### src/tosc_pkg.sv
package tosc_pkg;

  localparam int PORT_W  = 4;
  localparam int MODE_W  = 3;
  localparam int TIMER_W = 16;

  localparam logic [MODE_W-1:0] MODE_ON      = 3'd0;
  localparam logic [MODE_W-1:0] MODE_OFF     = 3'd1;
  localparam logic [MODE_W-1:0] MODE_TOGGLE  = 3'd2;
  localparam logic [MODE_W-1:0] MODE_TIMED   = 3'd3;
  localparam logic [MODE_W-1:0] MODE_TICK    = 3'd4;
  localparam logic [MODE_W-1:0] MODE_REWRITE = 3'd5;

  localparam logic [TIMER_W-1:0] TIMER_MAX       = 16'hFFFF;
  localparam logic [TIMER_W-1:0] TIMER_THRESHOLD = 16'd40;
  localparam logic [TIMER_W-1:0] TIMER_STEP_LOW  = 16'd10;
  localparam logic [TIMER_W-1:0] TIMER_STEP_HIGH = 16'd60;

  typedef struct packed {
    logic [MODE_W-1:0] mode;
    logic [PORT_W-1:0] port;
  } cmd_t;

  typedef struct packed {
    logic              valid;
    logic [PORT_W-1:0] port;
    logic              level;
  } report_t;

endpackage

### src/tosc_cmd_if.sv
interface tosc_cmd_if;
  logic                          valid;
  logic                          ready;
  logic [tosc_pkg::MODE_W-1:0] mode;
  logic [tosc_pkg::PORT_W-1:0] port;

  modport source (output valid, output mode, output port, input ready);
  modport sink (input valid, input mode, input port, output ready);
endinterface

### src/tosc_report_if.sv
interface tosc_report_if;
  logic                          valid;
  logic                          ready;
  logic [tosc_pkg::PORT_W-1:0] report_port;
  logic                          report_level;

  modport source (output valid, output report_port, output report_level, input ready);
  modport sink (input valid, input report_port, input report_level, output ready);
endinterface

### src/tosc_update.sv
module tosc_update #(
  parameter int PORT_COUNT = 16,
  parameter int FIRST_PORT = 1,
  parameter int LAST_PORT  = 8
) (
  input  logic              clk,
  input  logic              rst,
  input  logic              step,
  input  tosc_pkg::cmd_t    cmd,
  output tosc_pkg::report_t result
);

  // Only ports reachable by a 4-bit index need storage.
  localparam int SLOTS  = (PORT_COUNT < (1 << tosc_pkg::PORT_W)) ? PORT_COUNT
                                                                   : (1 << tosc_pkg::PORT_W);
  localparam int SLOT_W = $clog2(SLOTS);
  localparam int CMP_W  = 10;

  logic [SLOTS-1:0]                levels, levels_next;
  logic [tosc_pkg::TIMER_W-1:0]  remaining, remaining_next;
  logic [tosc_pkg::PORT_W-1:0]   timed_port, timed_port_next;
  logic                            running, running_next;

  logic [CMP_W-1:0]                port_ext, timed_ext;
  logic                            in_range;
  logic [SLOT_W-1:0]               slot, timed_slot;
  logic                            cur_level, new_level;
  logic [tosc_pkg::TIMER_W-1:0]  step_add, dec;
  logic [tosc_pkg::TIMER_W:0]    sum;

  always_comb begin
    port_ext   = CMP_W'(cmd.port);
    timed_ext  = CMP_W'(timed_port);
    in_range   = (port_ext >= CMP_W'(FIRST_PORT)) && (port_ext <= CMP_W'(LAST_PORT)) &&
                 (port_ext < CMP_W'(PORT_COUNT));
    slot       = cmd.port[SLOT_W-1:0];
    timed_slot = timed_port[SLOT_W-1:0];
    cur_level  = levels[slot];

    step_add = (remaining < tosc_pkg::TIMER_THRESHOLD) ? tosc_pkg::TIMER_STEP_LOW
                                                         : tosc_pkg::TIMER_STEP_HIGH;
    sum      = {1'b0, remaining} + {1'b0, step_add};
    dec      = (remaining != '0) ? remaining - 1'b1 : remaining;

    levels_next     = levels;
    remaining_next  = remaining;
    timed_port_next = timed_port;
    running_next    = running;
    new_level       = cur_level;
    result          = '0;

    if (cmd.mode == tosc_pkg::MODE_TICK) begin
      if (running) begin
        remaining_next = dec;
        if (dec == '0) begin
          // expire: switch the timed port off and release the timer
          if (timed_ext < CMP_W'(PORT_COUNT)) begin
            levels_next[timed_slot] = 1'b0;
          end
          timed_port_next = '0;
          running_next    = 1'b0;
          result.valid    = 1'b1;
          result.port     = timed_port;
          result.level    = 1'b0;
        end
      end
    end else if (in_range) begin
      case (cmd.mode)
        tosc_pkg::MODE_ON: new_level = 1'b1;
        tosc_pkg::MODE_OFF: begin
          new_level = 1'b0;
          if (cmd.port == timed_port) begin
            remaining_next  = '0;
            timed_port_next = '0;
            running_next    = 1'b0;
          end
        end
        tosc_pkg::MODE_TOGGLE: new_level = ~cur_level;
        tosc_pkg::MODE_TIMED: begin
          new_level = 1'b1;
          if (!running) begin
            running_next    = 1'b1;
            timed_port_next = cmd.port;
          end
          remaining_next = sum[tosc_pkg::TIMER_W] ? tosc_pkg::TIMER_MAX
                                                  : sum[tosc_pkg::TIMER_W-1:0];
        end
        default: new_level = cur_level;
      endcase
      levels_next[slot] = new_level;
      result.valid      = 1'b1;
      result.port       = cmd.port;
      result.level      = new_level;
    end
  end

  always_ff @(posedge clk) begin
    if (rst) begin
      levels     <= '0;
      remaining  <= '0;
      timed_port <= '0;
      running    <= 1'b0;
    end else if (step) begin
      levels     <= levels_next;
      remaining  <= remaining_next;
      timed_port <= timed_port_next;
      running    <= running_next;
    end
  end

endmodule

### src/timed_output_switch_controller.sv
// A command beat is held in the input register, and its report beat then in the report register.
// Throughput: one item per cycle; the input register refills while the report
// register is taken, and only a stalled report register holds the input side.
// Items that produce no report pass through the same two stages silently.
// Reset (rst, synchronous): all outputs off, timer idle at zero, both stages empty.
module timed_output_switch_controller #(
  parameter int PORT_COUNT = 16,
  parameter int FIRST_PORT = 1,
  parameter int LAST_PORT  = 8
) (
  input  logic  clk,
  input  logic  rst,
  tosc_cmd_if.sink      cmd,
  tosc_report_if.source report
);

  logic              in_valid;
  tosc_pkg::cmd_t    in_cmd;
  logic              advance;
  tosc_pkg::report_t result;
  logic              out_valid;
  logic [tosc_pkg::PORT_W-1:0] out_port;
  logic              out_level;

  // advance the input stage whenever the report register can take a beat
  assign advance   = !out_valid || report.ready;
  assign cmd.ready = !in_valid || advance;

  always_ff @(posedge clk) begin
    if (rst) begin
      in_valid <= 1'b0;
    end else if (cmd.ready) begin
      in_valid <= cmd.valid;
    end
  end

  always_ff @(posedge clk) begin
    if (cmd.ready && cmd.valid) begin
      in_cmd.mode <= cmd.mode;
      in_cmd.port <= cmd.port;
    end
  end

  tosc_update #(
    .PORT_COUNT(PORT_COUNT),
    .FIRST_PORT(FIRST_PORT),
    .LAST_PORT (LAST_PORT)
  ) u_update (
    .clk   (clk),
    .rst   (rst),
    .step  (in_valid && advance),
    .cmd   (in_cmd),
    .result(result)
  );

  always_ff @(posedge clk) begin
    if (rst) begin
      out_valid <= 1'b0;
    end else if (advance) begin
      out_valid <= in_valid && result.valid;
    end
  end

  always_ff @(posedge clk) begin
    if (advance && in_valid && result.valid) begin
      out_port  <= result.port;
      out_level <= result.level;
    end
  end

  assign report.valid        = out_valid;
  assign report.report_port  = out_port;
  assign report.report_level = out_level;

endmodule
### src/flat_wrapper.sv
// flat-port wrapper written by rule: the top's interface ports become plain ports
module timed_output_switch_controller_flat 
#(
  parameter int PORT_COUNT = 16,
  parameter int FIRST_PORT = 1,
  parameter int LAST_PORT  = 8
)
  (clk, rst, cmd_valid, cmd_mode, cmd_port, cmd_ready, report_valid, report_report_port, report_report_level, report_ready);
  tosc_cmd_if cmd_i ();
  tosc_report_if report_i ();
  input  logic clk;
  input  logic rst;
  input wire logic [$bits(cmd_i.valid)-1:0] cmd_valid;
  input wire logic [$bits(cmd_i.mode)-1:0] cmd_mode;
  input wire logic [$bits(cmd_i.port)-1:0] cmd_port;
  output wire logic [$bits(cmd_i.ready)-1:0] cmd_ready;
  output wire logic [$bits(report_i.valid)-1:0] report_valid;
  output wire logic [$bits(report_i.report_port)-1:0] report_report_port;
  output wire logic [$bits(report_i.report_level)-1:0] report_report_level;
  input wire logic [$bits(report_i.ready)-1:0] report_ready;
  assign cmd_i.valid = cmd_valid;
  assign cmd_i.mode = cmd_mode;
  assign cmd_i.port = cmd_port;
  assign cmd_ready = cmd_i.ready;
  assign report_valid = report_i.valid;
  assign report_report_port = report_i.report_port;
  assign report_report_level = report_i.report_level;
  assign report_i.ready = report_ready;
  timed_output_switch_controller #(.PORT_COUNT(PORT_COUNT), .FIRST_PORT(FIRST_PORT), .LAST_PORT(LAST_PORT)) u_core (.clk(clk), .rst(rst), .cmd(cmd_i), .report(report_i));
endmodule
### config.mk
export PLATFORM = sky130hd
export DESIGN_NAME = timed_output_switch_controller_flat
export DESIGN_NICKNAME = d
export VERILOG_FILES = /design/src/tosc_pkg.sv /design/src/tosc_cmd_if.sv /design/src/tosc_report_if.sv /design/src/tosc_update.sv /design/src/timed_output_switch_controller.sv /design/src/flat_wrapper.sv
export SDC_FILE = /design/constraint.sdc
export NUM_CORES = 1
export LEC_CHECK = 0
export BUFFER_PORTS_ARGS = -buffer_cell sky130_fd_sc_hd__buf_2
export CAP_MARGIN = 15
export CORE_MARGIN = 3
export CORE_UTILIZATION = 55
export CTS_CLUSTER_DIAMETER = 50
export DETAILED_ROUTE_END_ITERATION = 10
export MAX_ROUTING_LAYER = met4
export PLACE_DENSITY = 0.73
export SETUP_SLACK_MARGIN = 0.5
export SYNTH_ARGS = -nofsm -noshare
export SYNTH_HDL_FRONTEND = slang
export SYNTH_SLANG_ARGS = --single-unit
### constraint.sdc
create_clock -name clk -period 6.45 [get_ports clk]
set_input_delay 0.3225 -clock clk [delete_from_list [all_inputs] [get_ports clk]]
set_output_delay 0.3225 -clock clk [all_outputs]
set_load 0.03 [all_outputs]
==> impl_metrics.tcl <==
set metrics [dict create \
    mostFrequentLayoutCell "dfxtp_1" \
    slew_violations 0 \
    synth.area.top_cells "dfxtp_1, edfxtp_1, a21oi_1" \
    seqPwrFrac_pct 51.4 \
    drive_gt1_share_pct 10.7 \
    crit_required_ps 6610 \
    cts_buffer_depth 2 \
    setup_tns_ps 0 \
    post-route-period-util_pct 59.5 \
    finalCriticalPeriod_ps 3840 \
    status "finished clean" \
    diodes 0 \
    clkPwrFrac_pct 29.6 \
    ys.flop_type "dfxtp_1" \
    start_util_pct 57.6 \
    n_fill_cell 595 \
    antenna_found_initial 0 \
    worst_pin_slew_ps 771 \
    fin_ws_ps 2610 \
    cp_data_arrival_time_ps 3990 \
    rsz0062_at_grt "false" \
    p_sw_share_pct 30.4 \
    final_nets 447 \
    synth.largest_area_cell "dfxtp_1" \
    seq_area_frac_synth_pct 30.7 \
    grt_pass1_vias 3072 \
    drc 0 \
    die-area_mm2 0.00778 \
    p_comb_share_pct 19.0 \
    setup_viol 0 \
    hold_buffers 0 \
    worstSkewPairLatency_ps 310 \
    cts_tree "yes" \
    dpl_worst_slack_ps 2770 \
    netlist.area_leader.share_pct 21.0 \
    cts_root_buf "clkbuf_8" \
    critical_path_class "flip-flop to flip-flop" \
    cts_resized 0 \
    gp_congestion 0.950 \
    avgSynthCellArea_um2 8.30 \
    yosysWarnings 0 \
    wl_per_cell_um 18.6 \
    fin_worst_skew_ps 14.5 \
    finalHoldViolations 0 \
    start_kind "flip-flop" \
    layout_common_cells "dfxtp_1, a21oi_1, nor2_1" \
    die_y_um 88.2 \
    p_sw_mw 0.206 \
    ys_ff_latch 51 \
    synth_edf_count 12 \
    cts_buffers 5 \
    first_pass_iters 5 \
    async_flop_share_pct 0 \
    worst_setup_path_end_kind "flip-flop" \
    grt_max_degree 46 \
    post_cts_buffers 0 \
    grt_usage_pct 25.8 \
    slew_headroom_pct 48.6 \
    rrSetupSlack_ps 2610 \
    crit_fanout 12 \
    powerDensity_mw_per_mm2 177 \
    syn-cell-area_mm2 0.00372 \
    leakagePower_nw 1.32 \
    numClockSinks 51 \
    ant_nets 0 \
    via_per_inst 6.90 \
    globalRouteOverflowTotal 0 \
    syn_nets 465 \
    area_delta_synth_final_pct 2.86 \
    finalWirelength_um 9440 \
    core_area_mm2 0.00646 \
    syn-instance-count 448 \
    maxCapViolCount 0 \
    ys_types 71 \
    p_int_mw 0.472 \
    power_mw 0.678 \
    place_hpwl_um 6460 \
    cts-htree-levels 2 \
    first_iter_violations 355 \
    final_util_pct 59.2 \
    vias 3504 \
    io_buffers 17 \
    rows 29 \
    fp.dieW_um 88.2 \
    ioPinCount 18 \
    grt_pass1_wl_um 15600 \
    max_freq_mhz 261 \
    cts.reportedPaths.clkPinSlew_ps 90 \
    whs_ps 189 \
    hold_path_class "primary input to flip-flop" \
    ir_worst_vdd_uv 182 \
]
[registers in the layout, summed over array words and instances, names as in the netlist]
name                        count
u_core.u_update.timed_port      4
u_core.in_cmd                   7
u_core.u_update.remaining      16
u_core.report.valid             1
u_core.u_update.levels         16
u_core.u_update.running         1
u_core.report.report_level      1
u_core.in_valid                 1
u_core.report.report_port       4
[synth_stat cells (all sizes together), types with 3 or more instances]
cell type	count
o211ai	3
nand3b	6
nor2b	8
o41ai	4
or3	5
a21o	3
a31oi	3
a211oi	3
nor3b	7
mux2i	10
buf	9
o21ai	22
a32o	3
nor2	33
nor4	8
o311ai	4
a22o	5
ha	5
or4	7
xor2	5
dfxtp	39
inv	9
nand3	13
nor4b	3
nor3	22
nand2	32
edfxtp	12
o22ai	3
a22oi	3
clkbuf	36
a221oi	5
o21a	3
a21oi	38
nand2b	20
o31ai	7
nand4	5
a311oi	7
xnor2	9
mux4	4
[routing by layer]
layer,vias to the layer above,part of all wire (%),track usage [%]
met3,12,8.2,3.45
met5,-,0,-
met1,1656,47,39.1
li1,1654,-,-
met4,0,1.2,6.46
met2,182,43,36.1
[final cells by class]
| type | count | area, µm² | area share (%) |
|---|---|---|---|
| multi-input combinational | 343 | 2350 | 61.4 |
| timing repair buffer | 20 | 108 | 2.81 |
| clock buffer | 6 | 82.6 | 2.16 |
| tap | 77 | 96.3 | 2.52 |
| clock inverter | 2 | 13.8 | 0.360 |
| inverter | 9 | 33.8 | 0.884 |
| sequential | 51 | 1140 | 29.8 |
[per-stage QoR]
step	instance area, µm²	cells
floorplan	3720	448
global placement	3730	500
detailed placement	3730	500
CTS	3820	508
global route	3820	508
finish	3820	508
[worst paths after layout]
path / startpoint / cells past startpoint / end
setup / recovery: u_core.u_update.remaining[15]$_SDFFE_PP0P_ / 13 / u_core.u_update.remaining[13]$_SDFFE_PP0P_
hold reg to reg: u_core.u_update.levels[10]$_SDFFE_PP0P_ / 2 / u_core.u_update.levels[10]$_SDFFE_PP0P_
setup reg to reg: u_core.u_update.remaining[15]$_SDFFE_PP0P_ / 13 / u_core.u_update.remaining[13]$_SDFFE_PP0P_
hold / removal: cmd_mode[1] / 1 / u_core.in_cmd[5]$_DFFE_PP_
[kinds of logic after synthesis]
kind of cell | Yosys count | synth area share, %
simple gates | 176 | 26.5
compound gates | 133 | 25.9
buf+inv | 54 | 6.26
flops | 51 | 30.7
xor+xnor | 14 | 3.30
mux | 14 | 5.12
fa+ha+maj | 6 | 2.22
[critical path, cell delays in order, from the launching register on]
cell     delay, ps
dfxtp_1        410
nor4_2         470
nand2_1        190
nor2_1         210
nand2_1        160
ha_1           300
a211o_1        320
a21o_1         200
a21oi_1        340
nor3b_1        140
nand2_1        440
nand2_1        260
a21oi_1        180
nor3_1          70
[power groups by stage]
| stage | combinational (mW) | clock [mW] | sequential (mW) |
|---|---|---|---|
| after floorplan | 0.108 | 0 | 0.347 |
| after global placement | 0.128 | 0 | 0.355 |
| after detailed placement | 0.127 | 0 | 0.355 |
| after CTS | 0.128 | 0.205 | 0.348 |
| after global routing | 0.142 | 0.216 | 0.350 |
| final | 0.129 | 0.201 | 0.349 |
Note: power is estimated with default switching activity, not from simulation.
